[src/rtl/spe_pkg.sv]
package spe_pkg;

   // Multiplier limb size; one limb product is a 32 x 32 unsigned multiply.
   localparam int LIMB = 32;

   // Fixed formats of the block.
   localparam int INT_BITS = 12;
   localparam int OUT_BITS = 48;
   localparam int OUT_FRAC = 24;
   localparam int QUOT_BITS = OUT_BITS + 1;

   // Configuration port.
   localparam int CSR_INDEX_WIDTH = 3;
   localparam int CSR_DATA_WIDTH = 64;
   localparam int CSR_HALF = 32;
   localparam int NUM_COEFS = 9;

   localparam logic [CSR_INDEX_WIDTH-1:0] CSR_COEF_PAIR_0 = 3'd0;
   localparam logic [CSR_INDEX_WIDTH-1:0] CSR_COEF_PAIR_1 = 3'd1;
   localparam logic [CSR_INDEX_WIDTH-1:0] CSR_COEF_PAIR_2 = 3'd2;
   localparam logic [CSR_INDEX_WIDTH-1:0] CSR_COEF_PAIR_3 = 3'd3;
   localparam logic [CSR_INDEX_WIDTH-1:0] CSR_COEF_LAST = 3'd4;

   typedef enum logic [1:0] {
      STATUS_OK       = 2'd0,
      STATUS_SAT      = 2'd1,
      STATUS_ZERO_DEN = 2'd2
   } status_type;

   function automatic int limb_count(input int pw);
      return (pw + LIMB - 1) / LIMB;
   endfunction

   // Partial products of a product truncated to its own width.
   function automatic int pp_count(input int pw);
      int l;
      l = limb_count(pw);
      return (l * (l + 1)) / 2;
   endfunction

   function automatic int pp_index(input int i, input int j, input int l);
      return i * l - (i * (i - 1)) / 2 + j;
   endfunction

   function automatic int tree_levels(input int terms);
      return (terms > 1) ? $clog2(terms) : 1;
   endfunction

   function automatic int level_count(input int terms, input int level);
      return (terms + (1 << level) - 1) >> level;
   endfunction

   function automatic int mul_latency(input int pw);
      return 1 + tree_levels(pp_count(pw));
   endfunction

endpackage

[src/rtl/spe_delay.sv]
module spe_delay #(
   parameter int WIDTH = 64,
   parameter int DEPTH = 4
) (
   input  logic             clock,
   input  logic             en,
   input  logic [WIDTH-1:0] din,
   output logic [WIDTH-1:0] dout
);

   logic [WIDTH-1:0] line_ff [DEPTH];

   always_ff @(posedge clock) begin
      if (en) begin
         line_ff[0] <= din;
         for (int i = 1; i < DEPTH; i++) begin
            line_ff[i] <= line_ff[i-1];
         end
      end
   end

   assign dout = line_ff[DEPTH-1];

endmodule

[src/rtl/spe_wmul.sv]
module spe_wmul #(
   parameter int A_WIDTH = 32,
   parameter int B_WIDTH = 32,
   parameter int LATENCY = 3
) (
   input  logic                              clock,
   input  logic                              en,
   input  logic signed [A_WIDTH-1:0]         a,
   input  logic signed [B_WIDTH-1:0]         b,
   output logic signed [A_WIDTH+B_WIDTH-1:0] p
);
   import spe_pkg::*;

   // Signed product as the low bits of an unsigned product of the
   // sign-extended operands; only limb products below the width are formed.
   localparam int PW = A_WIDTH + B_WIDTH;
   localparam int L = limb_count(PW);
   localparam int XW = L * LIMB;
   localparam int TERMS = pp_count(PW);
   localparam int LEVELS = tree_levels(TERMS);
   localparam int NATURAL = 1 + LEVELS;

   logic [XW-1:0]     ax;
   logic [XW-1:0]     bx;
   logic [2*LIMB-1:0] pp_ff [TERMS];
   logic [PW-1:0]     placed [TERMS];
   logic [PW-1:0]     tree_ff [LEVELS][TERMS];
   logic [PW-1:0]     sum_out;

   assign ax = {{(XW-A_WIDTH){a[A_WIDTH-1]}}, a};
   assign bx = {{(XW-B_WIDTH){b[B_WIDTH-1]}}, b};

   for (genvar i = 0; i < L; i++) begin : g_row
      for (genvar j = 0; j < L - i; j++) begin : g_col
         localparam int IDX = pp_index(i, j, L);
         logic [2*LIMB-1:0]    pp_in;
         logic [XW+2*LIMB-1:0] shifted;

         assign pp_in = ax[i*LIMB +: LIMB] * bx[j*LIMB +: LIMB];

         always_ff @(posedge clock) begin
            if (en) begin
               pp_ff[IDX] <= pp_in;
            end
         end

         assign shifted = {{XW{1'b0}}, pp_ff[IDX]} << ((i + j) * LIMB);
         assign placed[IDX] = shifted[PW-1:0];
      end
   end

   // Registered pairwise adder tree.
   for (genvar k = 0; k < LEVELS; k++) begin : g_lvl
      for (genvar j = 0; j < level_count(TERMS, k + 1); j++) begin : g_node
         logic [PW-1:0] lhs;
         logic [PW-1:0] rhs;

         if (k == 0) begin : g_first
            assign lhs = placed[2*j];
            if (2 * j + 1 < TERMS) begin : g_pair
               assign rhs = placed[2*j+1];
            end else begin : g_single
               assign rhs = '0;
            end
         end else begin : g_inner
            assign lhs = tree_ff[k-1][2*j];
            if (2 * j + 1 < level_count(TERMS, k)) begin : g_pair
               assign rhs = tree_ff[k-1][2*j+1];
            end else begin : g_single
               assign rhs = '0;
            end
         end

         always_ff @(posedge clock) begin
            if (en) begin
               tree_ff[k][j] <= lhs + rhs;
            end
         end
      end
   end

   assign sum_out = tree_ff[LEVELS-1][0];

   if (LATENCY > NATURAL) begin : g_pad
      logic [PW-1:0] padded;

      spe_delay #(
         .WIDTH (PW),
         .DEPTH (LATENCY - NATURAL)
      ) u_pad (
         .clock (clock),
         .en    (en),
         .din   (sum_out),
         .dout  (padded)
      );

      assign p = padded;
   end else begin : g_nopad
      assign p = sum_out;
   end

endmodule

[config.mk]
export PLATFORM = sky130hd
export DESIGN_NAME = spe_wmul
export DESIGN_NICKNAME = d
export VERILOG_FILES = /design/src/rtl/spe_pkg.sv /design/src/rtl/spe_delay.sv /design/src/rtl/spe_wmul.sv
export SDC_FILE = /design/constraint.sdc
export NUM_CORES = 2
export LEC_CHECK = 0
export ABC_CLOCK_PERIOD_IN_PS = 16400
export BUFFER_PORTS_ARGS = -buffer_cell sky130_fd_sc_hd__buf_2
export CELL_PAD_IN_SITES_DETAIL_PLACEMENT = 0
export CELL_PAD_IN_SITES_GLOBAL_PLACEMENT = 1
export CORE_MARGIN = 3
export CORE_UTILIZATION = 57
export DETAILED_ROUTE_END_ITERATION = 16
export GPL_TIMING_DRIVEN = 0
export HOLD_SLACK_MARGIN = 0.06
export PLACE_DENSITY_LB_ADDON = 0.1
export SKIP_CTS_REPAIR_TIMING = 1
export SLEW_MARGIN = 10
export SYNTH_ARGS = -nofsm -noshare
export SYNTH_HDL_FRONTEND = slang
export SYNTH_SLANG_ARGS = --single-unit
[constraint.sdc]
create_clock -name clock -period 16.4 [get_ports clock]
set_input_delay 2.46 -clock clock [delete_from_list [all_inputs] [get_ports clock]]
set_output_delay 2.46 -clock clock [all_outputs]
set_load 0.01 [all_outputs]
# After elaboration in Yosys (flattened, before gate mapping)
# Memory sizes are Yosys's and may differ from the RTL's.
# Index checks and enable logic that the tools add are counted.
[word_totals]
ff_bits = 0
mem_count = 2
mem_bits_rw = 384
[memory_table]
columns = ["name", "words", "width", "rd", "rd_ports_with_merged_regs", "wr", "line", "rtl"]
rows = [
  ["pp_ff", 3, 64, 3, 0, 3, "spe_wmul.sv:25", "logic [2*LIMB-1:0] pp_ff [TERMS];"],
  ["tree_ff", 2, 96, 2, 0, 2, "spe_wmul.sv:27", "logic [PW-1:0] tree_ff [LEVELS][TERMS];"],
]
[op_classes]
mul = 3
n_addsub = 2
n_mux = 2
[op_table]
columns = ["operator", "n"]
rows = [
  ["32-bit by 32-bit multiplier with 64-bit output", 3],
  ["64-bit adder", 2],
  ["1-bit two-way mux", 2],
]

# Longest topological paths before layout
[logic_depth]
depth_word = 2
ltp_mapped = 28
ltp_nobuf = 27

# Least setup slack after synthesis
# No wires, ideal clock.
[synth_path]
kind = "input to register"
start = "in a[31]"
end = "mem pp_ff[0][159] in the netlist's numbering (data pin)"
slack_ns = 6.148
arrival_time_ns = 9.996
stages = 27
required_ns = 16.144
path_cell_list = "clkbuf_1 > clkbuf_1 > nand2_1 > inv_1 > fa_1 > inv_1 > fa_1 > inv_1 > fa_1 > fa_1 > inv_1 > fa_1 > inv_1 > fa_1 > inv_1 > fa_1 > inv_1 > fa_1 > ha_1 > a21o_1 > a211oi_1 > o21bai_1 > a21oi_1 > o21ai_2 > a221o_1 > or4_1 > and4_1"
[synth_lines]
columns = ["item", "line", "rtl"]
rows = [
  ["start: declaration", "spe_wmul.sv:8", "input logic signed [A_WIDTH-1:0] a,"],
  ["end: declaration", "spe_wmul.sv:25", ""],
]

==> flow_summary_export.csv <==
group,metric,value,unit
setup_path,crit_type,"primary input to register",
routing,top_layer,"met5",
run,maxCapViolCount,0,
die,rows,119,
cts,cts_buffers,27,
yosys,synthSimpleGateAreaFrac,0.121,
yosys,synth_compound_area_frac,0.0599,
setup_path,worst_setup_path_start_kind,"primary input",
global_route,grt_max_degree,123,
sta,finalHoldViolations,0,
place,port_buffers,119,
routing,dr_total_vias,44408,
layout,num-nets-final,8174,
sta,max_slew_margin,0.0283,
die,dieArea,0.111,mm²
layout,drive_above_1_share,0.0314,
routing,drc,0,
global_route,grt_pass1_vias,45987,
sta,finalCriticalPeriod,12010,ps
sta,slew_viol_final,0,
run_status,status,"finished, final reports clean",
cts,tritoncts,"done",
die,pin_count,130,
place,hpwl,173000,µm
sta,tightestPinTransition,1460,ps
setup_path,reg2reg_setup_slack,13080,ps
die,die_width,334,µm
setup_path,cp_common_cell,"fa_1",
routing,wire_per_inst,26.9,µm
routing,dr_wl_met3,25800,µm
setup_path,crit_required,16790,ps
cts,clk_latency,580,ps
setup_path,slowest_stage,"a2111oi_2",
cts,clkTransAtPathRegs,70,ps
yosys,synth_top_family_by_area,"adder cells",
setup_path,r2r_start,"pp_ff[0][64]",
die,die_h,334,µm
die,core_area,0.106,mm²
yosys,ys_ff_latch,288,
die,initial_core_util,0.578,
routing,ant_nets,0,
sta,fin_crit_sh,0.733,
setup_path,arrival,12410,ps
setup_path,cpPeakStageDelay,860,ps
min_path,hold-path-cell-count,0,
sta,max_freq,83.2,MHz
setup_path,endpoint_kind,"register",
cts,cts.htree.levels,1,
routing,wl_met2,87300,µm
routing,met1_length,81600,µm
yosys,postSynthAreaPerCell,10.0,µm²
global_route,grt_pass1_wl,304000,µm
sta,rsz0062_at_grt,"false",
yosys,synth.distinct_cells,80,
yosys,yosys.area_share.adder,0.537,
min_path,hold_class,"register to register",
global_route,antenna_found_initial,33,
cts,cts_max_path_buffers,3,
min_path,worstHoldStart,"pp_ff[0][151]",
place,gp_congestion,1.06,
setup_path,crit_fanout,10,
cts,root_buffer,"clkbuf_16",
yosys,yosysWarnings,0,
routing,routed_wirelength,207000,µm
global_route,grt_overflow,0,
layout,fillers,9114,
min_path,whs_endpoint,"tree_ff[0][23]",
sta,fin_tns_setup,0,ps
setup_path,r2r_end,"tree_ff[0][94]",
sta,final-setup-viol-count,0,
routing,first_pass_iters,5,
yosys,synthFlopType,"edfxtp_1",
routing,drtIter0Drc,4326,
sta,skew,13.7,ps
yosys,synth_nets,8024,
yosys,ys_seq_area_frac,0.141,
setup_path,reg2reg_depth,11,
routing,via_per_inst,5.78,
yosys,syn_inst,6106,
layout,syn_to_final_growth,5.41,%
cts,clkSinkCount,288,
global_route,track_usage,0.380,
yosys,synth-async-reset-ratio,0,
yosys,synth-edff-count,288,
yosys,synth_area,0.0612,mm²
yosys,synth_xor_area_frac,0.0323,
layout,fin_util,0.609,
yosys,muxShareOfSynthArea,0.000511,
==> critical path: cells and delay by family <==
family,cells,cell delay [ps]
fa+ha+maj,9,4230
simple gates,5,2250
buf+inv,8,2080
compound gates,3,1370
==> worst max-delay path by stage <==
| stage | start | endpoint | slack (ps) | cells past startpoint |
|---|---|---|---|---|
| 4_1_cts | b[31] | pp_ff[0][61] | 4570 | 25 |
| 6_report | b[31] | pp_ff[0][61] | 4390 | 25 |
| 2_1_floorplan | a[31] | pp_ff[0][159] | 6150 | 27 |
| 5_1_grt | b[31] | pp_ff[0][61] | 4160 | 25 |
| 3_3_place_gp | b[31] | pp_ff[0][61] | 4010 | 25 |
| 3_5_place_dp | b[31] | pp_ff[0][61] | 4000 | 25 |
==> cells by family (layout without fill, tap and decap cells) <==
| logic type | Yosys count | after routing |
|---|---|---|
| muxes | 3 | 3 |
| adders and majority gates | 1853 | 1853 |
| DFF | 288 | 288 |
| other | 0 | 16 |
| AOI/OAI and AO/OA | 539 | 539 |
| and+or+nand+nor | 1445 | 1445 |
| xor gates and xnor gates | 226 | 226 |
| buffers and inverters | 1752 | 1921 |
==> synth_stat cells (9+ instances only) <==
cell type | n | area share
inv_1 | 1516 | 0.093
fa_1 | 1293 | 0.42
and2_1 | 599 | 0.061
ha_1 | 559 | 0.11
nand2_1 | 546 | 0.033
edfxtp_1 | 288 | 0.14
clkbuf_1 | 230 | 0.014
xnor2_1 | 151 | 0.022
a21oi_1 | 143 | 0.012
nor2_1 | 94 | 0.0058
a21o_1 | 89 | 0.011
o21ai_0 | 78 | 0.0064
xor2_1 | 75 | 0.011
nand3_1 | 38 | 0.0031
o21bai_1 | 37 | 0.0045
nor3_1 | 33 | 0.0027
o21a_1 | 30 | 0.0037
nand4_1 | 25 | 0.0026
nor2b_1 | 25 | 0.0026
a31oi_1 | 19 | 0.0019
and3_1 | 19 | 0.0019
o211ai_1 | 15 | 0.0018
nand2b_1 | 14 | 0.0014
a211oi_1 | 13 | 0.0016
a211o_1 | 11 | 0.0016
o31ai_1 | 11 | 0.0013
o2111ai_1 | 10 | 0.0014
or3_1 | 9 | 0.00092
==> placed cells by master (no fill, tap or decap), drive strengths merged, types with 37 or more instances in the layout <==
| master | netlist | final |
|---|---|---|
| nand2 | 546 | 546 |
| edfxtp | 288 | 288 |
| o21bai | 37 | 37 |
| o21ai | 82 | 82 |
| xnor2 | 151 | 151 |
| inv | 1516 | 1518 |
| a21oi | 144 | 144 |
| nand3 | 38 | 38 |
| clkbuf | 232 | 263 |
| buf | 4 | 125 |
| nor2 | 94 | 94 |
| fa | 1293 | 1293 |
| and2 | 599 | 599 |
| xor2 | 75 | 75 |
| ha | 559 | 559 |
| a21o | 89 | 89 |
==> registers in the layout, indices dropped and copies added, names as in the netlist <==
| register | flops |
|---|---|
| tree_ff | 160 |
| pp_ff | 128 |
==> final cells by class <==
class | count | area [µm²] | area share
clock inverter | 17 | 176 | 0.00273
multi-input combinational | 4066 | 46000 | 0.713
inverter | 1516 | 5690 | 0.0882
antenna | 16 | 40.0 | 0.000621
clock buffer | 31 | 691 | 0.0107
timing repair buffer | 121 | 661 | 0.0102
buffer | 236 | 895 | 0.0139
sequential | 288 | 8650 | 0.134
tap | 1391 | 1740 | 0.0270
==> through the flow <==
stage | cells | instance area [µm²] | hold slack [ps] | setup slack [ps]
after floorplan | 6106 | 61200 | 400 | 6150
after global placement | 7616 | 63500 | 402 | 4010
after detailed placement | 7618 | 63600 | 405 | 4000
after CTS | 7666 | 64500 | 415 | 4570
after global routing | 7666 | 64500 | 420 | 4160
final | 7682 | 64500 | 414 | 4390
==> routing by layer <==
layer / global-route usage / vias up
met5: 0 / -
met4: 0.174 / 8
met3: 0.119 / 557
met2: 0.556 / 2490
met1: 0.521 / 22527
li1: - / 18826
Power is left out: the tool's default activity adds up to more than one toggle a clock period on the data nets, which glitch-free logic cannot reach.
