**src/rtl/spe_delay.sv**
```systemverilog
module spe_delay #(
   parameter int WIDTH = 64,
   parameter int DEPTH = 4
) (
   input  logic             clock,
   input  logic             en,
   input  logic [WIDTH-1:0] din,
   output logic [WIDTH-1:0] dout
);

   logic [WIDTH-1:0] line_ff [DEPTH];

   always_ff @(posedge clock) begin
      if (en) begin
         line_ff[0] <= din;
         for (int i = 1; i < DEPTH; i++) begin
            line_ff[i] <= line_ff[i-1];
         end
      end
   end

   assign dout = line_ff[DEPTH-1];

endmodule

```
**config.mk**
```make
export PLATFORM = sky130hd
export DESIGN_NAME = spe_delay
export DESIGN_NICKNAME = d
export VERILOG_FILES = /design/src/rtl/spe_delay.sv
export SDC_FILE = /design/constraint.sdc
export NUM_CORES = 1
export LEC_CHECK = 0
export BUFFER_PORTS_ARGS = -buffer_cell sky130_fd_sc_hd__buf_2
export CAP_MARGIN = 10
export CORE_UTILIZATION = 25
export CTS_CLUSTER_DIAMETER = 80
export CTS_CLUSTER_SIZE = 14
export DETAILED_ROUTE_END_ITERATION = 12
export HOLD_SLACK_MARGIN = 0.08
export PLACE_DENSITY = 0.52
export SYNTH_ARGS = -nofsm -noshare
export SYNTH_HDL_FRONTEND = slang
export SYNTH_SLANG_ARGS = --single-unit
```
**constraint.sdc**
```tcl
create_clock -name clock -period 0.8 [get_ports clock]
set_input_delay 0.08 -clock clock [delete_from_list [all_inputs] [get_ports clock]]
set_output_delay 0.08 -clock clock [all_outputs]
set_load 0.02 [all_outputs]
```
## Word-level counts from Yosys, hierarchy flattened

Memory sizes are Yosys's and may differ from the RTL's.
Index checks and enable logic that the tools add are counted.

- Add/sub/neg operators: 0
- Multiply operators: 0
- Divide/modulo/power cells: 0
- $lt $le $gt $ge: 0
- Equal/unequal tests: 0
- Shifts and indexed selects: 0
- Muxes and demuxes: 2
- Bitwise gates (word level): 0
- Reductions and logical operators: 0

Operators by type and width:

| operator | count |
|---|---|
| $mux W1 | 2 |

- Register bits after elaboration: 0
- Bits in latches: 0
- Bits in writable memories: 256
- Bits in read-only memories: 0
- Input port bits: 66
- Output and inout bits: 64
- Logic and storage cells: 3
- Memories kept: 1

Memory list:

| name | words | bits a word | read ports | clocked after Yosys merged registers in | wr ports | RTL line | source |
|---|---|---|---|---|---|---|---|
| line_ff | 4 | 64 | 4 | 0 | 4 | 11 | `logic [WIDTH-1:0] line_ff [DEPTH];` |

## Logic depth before layout (Yosys ltp)

Gate-level depths: netlist of the first run.

- Depth after elaboration: 2
- Depth in mapped cells: 0
- Depth with buffers taken out: 0

## Worst setup path after synthesis of the first run

No wires, ideal clock.

- Path type: reg2reg
- From: mem line_ff[0][0]
- To: mem line_ff[1][0] (data pin)
- Library setup time: 0.266 ns
- Data arrival time: 0.323 ns
- Path slack: 0.211 ns
- Cell stages (with the launch flop): 1
- Period minus slack after synthesis: 0.589 ns
- Cell sequence: edfxtp_1

RTL lines:

| element | RTL line |
|---|---|
| from (decl) | 11 |

==> results of run 1 <==
## layout make-up
| class | instances | area [um2] | share of cell area (%) |
|---|---|---|---|
| sequential | 256 | 7687 | 72.75 |
| timing repair buffer | 209 | 1804 | 17.08 |
| clock buffer | 23 | 575.6 | 5.447 |
| tap | 390 | 488.0 | 4.618 |
| clock inverter | 1 | 11.26 | 0.1066 |
## what timing repair did
item,CTS,global route
endpoints found under the hold margin,91,25
endpoints found under the setup margin,64,66
resized for setup,52,52
## stage by stage
stage	utilization, %	cells	setup slack (ns)	setup TNS (ns)	power, mW
2_1_floorplan	-	256	0.2112	0	16.49
3_3_place_gp	30.09	791	-0.1175	-16.73	17.22
3_5_place_dp	30.09	791	-0.1413	-21.81	17.30
4_1_cts	34.77	880	-0.3844	-22.14	27.31
5_1_grt	35.28	879	-0.4054	-23.23	27.98
6_report	35.28	879	-0.3533	-19.70	26.87
## cells in the mapped netlist (all sizes together)
master  count  area, um2
edfxtp    256       7687
## worst paths after layout
path	depth (start not counted)	startpoint	slack, ns	to
setup / recovery	1	line_ff[3][28]$_DFFE_PP_	-0.35	dout[28]
hold / removal	2	en	0.04	line_ff[0][14]$_DFFE_PP_
setup reg to reg	0	line_ff[2][29]$_DFFE_PP_	0.14	line_ff[3][29]$_DFFE_PP_
hold reg to reg	0	line_ff[2][47]$_DFFE_PP_	0.41	line_ff[3][47]$_DFFE_PP_
## cell families after synthesis
group / share of synthesized area [%]
flops: 100.0
## metal layers
metal  part of all wire [%]  track usage, %  vias up
met5                      0               0        -
met4                    2.8           2.457        0
met3                    6.8           2.699       21
met2                     48           12.73       97
met1                     42           9.477     1544
li1                       -               -     1507
## where the power goes
part	total (mW)	internal [mW]	switching, mW	leakage (nW)
combinational	1.36	0.688	0.668	0.988
clock	9.45	5.08	4.37	0.289
sequential	16.1	15.8	0.255	2.51
==> reports/summary.log, run 1 <==
INFO  run_status     run_status=finished with violations
INFO  run_status     failed_checks=setup timing
INFO  job            maxCapViolations=0
INFO  finish         drive_above_1_share=34.56%
INFO  synth          post_synth_instance_area=0.007687mm2
INFO  route          antenna_left=0
INFO  placement      placement.io_buffers=129
INFO  floorplanning  die_area=0.03145mm2
INFO  critical_path  critPathSlowestCell=sky130_fd_sc_hd__edfxtp_1
INFO  sta            worst_slack_on_hold_paths=0.03595ns
INFO  critical_path  worst_setup_path_start_kind=flip-flop
INFO  global_route   grt_start_max_net_pins=68
INFO  route          drtIter0Drc=202
INFO  critical_path  timing.critical_path.arrival=1.07ns
INFO  placement      place_area=0.009014mm2
INFO  finish         fillerInstances=2786
INFO  critical_path  worst-endpoint-required=0.72ns
INFO  synth          avgSynthCellArea=30.03um2
INFO  synth          post_synthesis_net_count=322
INFO  critical_path  worst-path-buf-inv=1
INFO  route          firstDrtPassIters=4
INFO  synth          yosysWarningCount=0
INFO  finish         largest_reg_flops=256
INFO  floorplanning  initial_utilization=25.66%
INFO  global_route   wire_length_of_the_first_global_routing_pass=18.64mm
INFO  finish         layout_commonest_cell=sky130_fd_sc_hd__edfxtp_1
INFO  pwr            pwr_density_cell=2543mW/mm2
INFO  clocking       clkSinkCount=256
INFO  finish         areaGrowthSynthToFinish=37.45%
INFO  clocking       cts_root_buffer=sky130_fd_sc_hd__clkbuf_16
INFO  clocking       path_clk_slew=0.07ns
INFO  critical_path  timing.critical_path.to_type=primary output
INFO  clocking       clock_tree_buf_depth=3
INFO  sta            setup_violating_endpoint_count_in_the_final_report=64
INFO  finish         n_multi_input_combinational_cell=0
INFO  sta            maxSlewViolCount=0
INFO  clocking       cts-htree-levels=1
INFO  critical_path  classification_of_the_worst_setup_path=flip-flop to primary output
INFO  critical_path  critical_path.cell_chain=buf_6
INFO  placement      routabilityCongestion=0.7035
INFO  sta            final_period_minus_worst_setup_slack=1.153ns
INFO  synth          ys_types=1
INFO  pwr            cellLeakagePower=3.783nW
INFO  floorplanning  design.core.area=0.02995mm2
INFO  critical_path  timing.critical_path.fanout_max=1
INFO  global_route   grtUsageTotal=7.733%
INFO  floorplanning  site_row_count=63
INFO  floorplanning  fp.dieH=177.4um
INFO  min_path       min-delay-path-class=primary input to flip-flop
INFO  finish         max_flop_register=line_ff
INFO  synth          syn_inst=256
INFO  synth          synth-seq-area-share=100.0%
INFO  sta            finClkSkew=0.01279ns
INFO  clocking       cts_hold_buf=65
INFO  global_route   via_count_of_the_first_global_routing_pass=3374
INFO  synth          synth_seq_cells=256
INFO  finish         layout.cells.most_common_list=sky130_fd_sc_hd__edfxtp_1, sky130_fd_sc_hd__buf_2, sky130_fd_sc_hd__dlygate4sd3_1, sky130_fd_sc_hd__buf_6, sky130_fd_sc_hd__clkbuf_16
INFO  clocking       tritoncts.num_buffers=22
INFO  sta            maximum_clock_frequency=867.1MHz
INFO  route          post-route-drc-count=0
INFO  sta            tightest_slew=0.3815ns
INFO  critical_path  timing.critical_path.slowest_cell_delay=0.42ns
INFO  route          vias=3169
INFO  sta            timing.final.crit_share=144.2%
INFO  route          routed_wl=12.20mm
INFO  clocking       worstSkewPairLatency=0.50ns
INFO  sta            final_hold_viol_count=0
INFO  route          detail_route.wl_per_cell=13.88um
INFO  finish         fin_nets=555
INFO  finish         multi_input_comb_area=0um2
INFO  floorplanning  floorplan.die.width=177.4um
INFO  finish         antenna_cell_count=0
INFO  sta            unrepaired_setup_endpoints_after_global_routing=true
INFO  finish         fin_area=0.01057mm2
INFO  finish         largestRegisters=line_ff (256)
INFO  sta            final_critical_path_setup_slack=-0.3533ns
INFO  global_route   globalRouteOverflowTotal=0
INFO  clocking       post-cts-setup-buffers=0
INFO  clocking       tritoncts=done
INFO  placement      place.detailed.hpwl=7.413mm
INFO  sta            maxSlewHeadroom=74.57%
INFO  critical_path  cp_top_family=flip-flops
INFO  floorplanning  floorplan.io_pins=130
INFO  pwr            ir_drop=0.001425V
INFO  route          avgViaCountPerCell=3.605
INFO  global_route   grt_antenna_before_repair=0
No activity file was read; power rests on OpenSTA's default activity.
==> inputs of run 2 (changes only) <==
clock period = 1.4 ns   (was 0.8 ns; I/O delays follow)
==> run 2 against run 1 <==
Compared with the run above:
- setup slack improved by 0.52 ns
- largest cell class unchanged
- utilization shrank 1.3 points
- critical path depth unchanged
- clock power is 43% lower
- the flow now finishes without violations
- register-to-register slack gained 0.55 ns
- sequential power fell by 43%
- largest power group unchanged
==> reports/summary.log, run 2 (synthesized netlist as in run 1, its figures left out) <==
INFO  sta            tightest_slew=0.4577ns
INFO  route          firstDrtPassIters=4
INFO  global_route   grtUsageTotal=7.218%
INFO  critical_path  r2r-end=line_ff[2][42]$_DFFE_PP_
INFO  placement      routabilityCongestion=0.6950
INFO  clocking       cts-htree-levels=1
INFO  pwr            pwr_density_cell=1492mW/mm2
INFO  clocking       cts_root_buffer=sky130_fd_sc_hd__clkbuf_16
INFO  finish         multi_input_comb_area=0um2
INFO  sta            final_period_minus_worst_setup_slack=1.230ns
INFO  sta            setup_violating_endpoint_count_in_the_final_report=0
INFO  finish         regArea=0.007687mm2
INFO  critical_path  timing.critical_path.arrival=1.09ns
INFO  critical_path  cp_top_family=flip-flops
INFO  finish         antenna_cell_count=0
INFO  sta            final_critical_path_setup_slack=0.1702ns
INFO  clocking       post-cts-setup-buffers=0
INFO  global_route   grt_antenna_before_repair=0
INFO  route          routed_wl=11.68mm
INFO  sta            maxSlewHeadroom=69.48%
INFO  finish         areaGrowthSynthToFinish=32.41%
INFO  global_route   grt_start_max_net_pins=85
INFO  floorplanning  fp.dieH=177.4um
INFO  job            maxCapViolations=0
INFO  min_path       min-delay-path-class=primary input to flip-flop
INFO  floorplanning  site_row_count=63
INFO  route          antenna_left=0
INFO  finish         largestRegisters=line_ff (256)
INFO  sta            maxSlewViolCount=0
INFO  route          topRoutingLayerUsed=met4
INFO  critical_path  critPathSlowestCell=sky130_fd_sc_hd__edfxtp_1
INFO  min_path       worstHoldPathCells=2
INFO  sta            unrepaired_setup_endpoints_after_global_routing=false
INFO  sta            final_hold_viol_count=0
INFO  finish         layout_commonest_cell=sky130_fd_sc_hd__edfxtp_1
INFO  critical_path  reg2reg_setup_slack=0.69ns
INFO  finish         n_multi_input_combinational_cell=0
INFO  route          drt-met1-wl=4.926mm
INFO  min_path       worst_hold_startpoint=en
INFO  sta            timing.final.crit_share=87.84%
INFO  global_route   globalRouteOverflowTotal=0
INFO  critical_path  classification_of_the_worst_setup_path=flip-flop to primary output
INFO  critical_path  worst-endpoint-required=1.26ns
INFO  placement      place.detailed.hpwl=6.965mm
INFO  floorplanning  initial_utilization=25.66%
INFO  clocking       tritoncts.num_buffers=22
INFO  placement      placement.io_buffers=129
INFO  sta            finClkSkew=0.007779ns
INFO  pwr            cellLeakagePower=3.631nW
INFO  floorplanning  floorplan.io_pins=130
INFO  clocking       clock_tree_buf_depth=3
INFO  critical_path  r2r-start=line_ff[1][42]$_DFFE_PP_
INFO  finish         max_flop_register=line_ff
INFO  route          avgViaCountPerCell=3.615
INFO  route          drtIter0Drc=203
INFO  clocking       clkSinkCount=256
INFO  placement      placement.setup.worst_slack=0.3349ns
INFO  finish         largest_reg_flops=256
INFO  floorplanning  die_area=0.03145mm2
INFO  floorplanning  design.core.area=0.02995mm2
INFO  pwr            p_total=15.18mW
INFO  finish         fillerInstances=2823
INFO  min_path       worstHoldEndpoint=line_ff[1][18]$_DFFE_PP_
INFO  clocking       path_clk_slew=0.06ns
INFO  finish         fin_nets=546
INFO  global_route   via_count_of_the_first_global_routing_pass=3292
INFO  finish         layout.cells.most_common_list=sky130_fd_sc_hd__edfxtp_1, sky130_fd_sc_hd__buf_2, sky130_fd_sc_hd__dlygate4sd3_1, sky130_fd_sc_hd__clkbuf_16, sky130_fd_sc_hd__buf_12
INFO  critical_path  timing.critical_path.fanout_max=1
INFO  route          post-route-drc-count=0
INFO  critical_path  timing.critical_path.slowest_cell_delay=0.41ns
INFO  clocking       worstSkewPairLatency=0.50ns
INFO  clocking       tritoncts=done
INFO  route          vias=3152
INFO  run_status     run_status=complete, no violations
INFO  sta            maximum_clock_frequency=813.2MHz
INFO  critical_path  critical_path.cell_chain=buf_2
INFO  route          detailed_routed_wire_length_on_met2=5.573mm
INFO  global_route   wire_length_of_the_first_global_routing_pass=17.36mm
INFO  critical_path  reg2regPathDepth=0
INFO  finish         drive_above_1_share=33.20%
INFO  pwr            ir_drop=0.0007087V
INFO  floorplanning  floorplan.die.width=177.4um
INFO  sta            finalSetupTns=0ns
INFO  route          detail_route.wl_per_cell=13.40um
INFO  critical_path  timing.critical_path.to_type=primary output
INFO  critical_path  worst-path-buf-inv=1
INFO  route          met3_length=921um
INFO  critical_path  worst_setup_path_start_kind=flip-flop
## run 2: changes by cell type in the layout (fill, tap and decap cells not counted), sizes merged
cell / change
buf: -9
clkbuf: +1
clkinv: +1
## run 2: worst max-delay path by stage
stage                        startpoint                 endpoint  slack, ns  cells after the start
2_1_floorplan   line_ff[3][0]$_DFFE_PP_                  dout[0]       0.81                      0
3_3_place_gp                         en  line_ff[0][2]$_DFFE_PP_       0.37                      3
3_5_place_dp                         en  line_ff[2][0]$_DFFE_PP_       0.33                      3
4_1_cts        line_ff[3][39]$_DFFE_PP_                 dout[39]       0.13                      1
5_1_grt        line_ff[3][39]$_DFFE_PP_                 dout[39]       0.12                      1
6_report       line_ff[3][22]$_DFFE_PP_                 dout[22]       0.17                      1
## run 2: per-layer routing
layer	up-vias	track usage (%)
met5	-	0
met4	0	2.600
met3	22	2.592
met2	101	11.80
met1	1545	8.750
li1	1484	-
## run 2: per-stage QoR
stage,std cells,util (%),instance area (um2),hold slack (ns)
2_1_floorplan,256,-,7687,0.2389
3_5_place_dp,782,29.87,8946,0.3181
5_1_grt,872,33.98,10180,0.09687
6_report,872,33.98,10180,0.1225
3_3_place_gp,782,29.87,8946,0.3179
4_1_cts,872,33.98,10180,0.09135
## run 2: layout make-up
class	instances	area share [%]
tap	390	4.794
clock buffer	24	5.691
timing repair buffer	200	13.87
clock inverter	2	0.1229
sequential	256	75.53
## run 2: what timing repair did
action / in CTS / in global routing
resized for setup: 0 / 0
hold buffers: 64 / 0
hold endpoints to repair: 64 / 0
## run 2: where the power goes
part           internal (mW)  switching [mW]
clock                   2.91            2.46
combinational          0.282           0.372
sequential              9.03           0.128
total                   12.2            2.96
==> inputs of run 3 (changes only) <==
MAX_ROUTING_LAYER = met4   (was default)
==> run 3 against run 2 <==
Compared with the run above:
- utilization is the same
- worst hold slack better by 0.0013 ns
- sequential share of layout area unchanged
- count of clock-buffer cells in the layout is the same
- fmax up 0.14%
- power about the same
- critical endpoint unchanged
==> reports/summary.log, run 3 (synthesized netlist as in run 1, its figures left out) <==
INFO  critical_path  critical_path.cell_chain=buf_2
INFO  placement      placement.io_buffers=129
INFO  floorplanning  floorplan.die.width=177.4um
INFO  pwr            p_total=15.18mW
INFO  job            maxCapViolations=0
INFO  floorplanning  fp.dieH=177.4um
INFO  pwr            switching_part_of_the_total=19.47%
INFO  route          vias=3143
INFO  critical_path  r2r-start=line_ff[1][42]$_DFFE_PP_
INFO  route          routed_wl=11.62mm
INFO  finish         largestRegisters=line_ff (256)
INFO  global_route   wire_length_of_the_first_global_routing_pass=17.37mm
INFO  pwr            power.share.combinational=4.3%
INFO  critical_path  cp_top_family=flip-flops
INFO  route          avgViaCountPerCell=3.604
INFO  clocking       cts_root_buffer=sky130_fd_sc_hd__clkbuf_16
INFO  critical_path  classification_of_the_worst_setup_path=flip-flop to primary output
INFO  clocking       post-cts-setup-buffers=0
INFO  sta            finClkSkew=0.008444ns
INFO  placement      placement.setup.worst_slack=0.3349ns
INFO  finish         layout.core_utilization=33.98%
INFO  pwr            ir_drop=0.0007091V
INFO  sta            tightest_slew=0.4521ns
INFO  sta            maxSlewHeadroom=69.86%
INFO  pwr            share_clk_of_total_power=35.4%
INFO  floorplanning  die_area=0.03145mm2
INFO  critical_path  worst-path-buf-inv=1
INFO  global_route   grt_start_max_net_pins=85
INFO  finish         largest_reg_flops=256
INFO  clocking       tritoncts.num_buffers=22
INFO  clocking       path_clk_slew=0.06ns
INFO  clocking       clock_tree_buf_depth=3
INFO  finish         multi_input_comb_area=0um2
INFO  finish         fin_cells=872
INFO  floorplanning  initial_utilization=25.66%
INFO  clocking       cts-htree-levels=1
INFO  sta            timing.final.crit_share=87.72%
INFO  critical_path  timing.critical_path.arrival=1.09ns
INFO  critical_path  critPathSlowestCell=sky130_fd_sc_hd__edfxtp_1
INFO  pwr            pwr-share-seq=60.3%
INFO  finish         fin_area=0.01018mm2
INFO  critical_path  timing.critical_path.to_type=primary output
INFO  clocking       clkSinkCount=256
INFO  floorplanning  floorplan.io_pins=130
INFO  critical_path  timing.critical_path.slowest_cell_delay=0.41ns
INFO  sta            maxSlewViolCount=0
INFO  placement      routabilityCongestion=0.7024
INFO  finish         fillerInstances=2823
INFO  route          antenna_left=0
INFO  sta            final_period_minus_worst_setup_slack=1.228ns
INFO  placement      place_area=0.008946mm2
INFO  global_route   globalRouteOverflowTotal=0
INFO  pwr            pwr_density_cell=1491mW/mm2
INFO  critical_path  worst-endpoint-required=1.26ns
INFO  finish         drive_above_1_share=33.20%
INFO  finish         layout.cells.most_common_list=sky130_fd_sc_hd__edfxtp_1, sky130_fd_sc_hd__buf_2, sky130_fd_sc_hd__dlygate4sd3_1, sky130_fd_sc_hd__clkbuf_16, sky130_fd_sc_hd__buf_12
INFO  global_route   via_count_of_the_first_global_routing_pass=3296
INFO  finish         n_multi_input_combinational_cell=0
INFO  critical_path  timing.critical_path.fanout_max=1
INFO  run_status     run_status=complete, no violations
INFO  clocking       tritoncts=done
INFO  route          post-route-drc-count=0
INFO  clocking       worstSkewPairLatency=0.50ns
INFO  sta            final_critical_path_setup_slack=0.1720ns
INFO  finish         antenna_cell_count=0
INFO  finish         fin_nets=546
INFO  route          firstDrtPassIters=4
INFO  sta            setup_violating_endpoint_count_in_the_final_report=0
INFO  clocking       post_cts_resized=0
INFO  sta            finalSetupTns=0ns
INFO  placement      place.detailed.instances=782
INFO  critical_path  setup.worst_path.start=line_ff[3][22]$_DFFE_PP_
INFO  finish         layout_commonest_cell=sky130_fd_sc_hd__edfxtp_1
INFO  sta            unrepaired_setup_endpoints_after_global_routing=false
INFO  sta            final_hold_viol_count=0
INFO  sta            maximum_clock_frequency=814.3MHz
INFO  route          detail_route.wl_per_cell=13.33um
INFO  min_path       worst_hold_startpoint=en
INFO  min_path       min-delay-path-class=primary input to flip-flop
INFO  finish         areaGrowthSynthToFinish=32.41%
INFO  floorplanning  design.core.area=0.02995mm2
INFO  route          drtIter0Drc=211
INFO  pwr            total_switching_power=2.955mW
INFO  critical_path  worst_setup_path_start_kind=flip-flop
INFO  placement      place.detailed.hpwl=6.965mm
INFO  floorplanning  site_row_count=63
INFO  global_route   grtUsageTotal=7.435%
INFO  clocking       cts_hold_buf=64
INFO  finish         max_flop_register=line_ff
INFO  pwr            internal_power=12.22mW
INFO  global_route   grt_antenna_before_repair=0
INFO  pwr            cellLeakagePower=3.631nW
INFO  sta            worst_slack_on_hold_paths=0.1238ns
run 3: cell counts in the layout (fill, tap and decap cells not counted):
Identical to the previous run, type by type.
run 3: layer usage:
metal,vias to the layer above,track usage (%),part of all wire (%)
li1,1482,-,-
met5,-,-,0
met3,22,2.378,8.3
met1,1533,8.933,42
met4,0,2.600,2.2
met2,106,11.75,47
run 3: worst paths after layout:
kind	end	slack (ns)	cells after the start
max	dout[22]	0.17	1
min	line_ff[1][18]$_DFFE_PP_	0.12	2
max reg2reg	line_ff[2][42]$_DFFE_PP_	0.69	0
min reg2reg	line_ff[1][47]$_DFFE_PP_	0.41	0
run 3: power by group through the flow:
stage	registers (mW)	clock network, mW	logic (mW)
finish	9.16	5.37	0.652
global route	9.21	5.89	0.705
CTS	9.17	5.67	0.668
detailed placement	9.33	0	0.529
global placement	9.31	0	0.514
floorplan	9.42	0	0
run 3: area by class of cell:
class / count / area [um2] / area share, %
clock buffers: 24 / 579.3 / 5.691
clock inverters: 2 / 12.51 / 0.1229
flip-flops and latches: 256 / 7687 / 75.53
well taps: 390 / 488.0 / 4.794
repair buffers: 200 / 1411 / 13.87
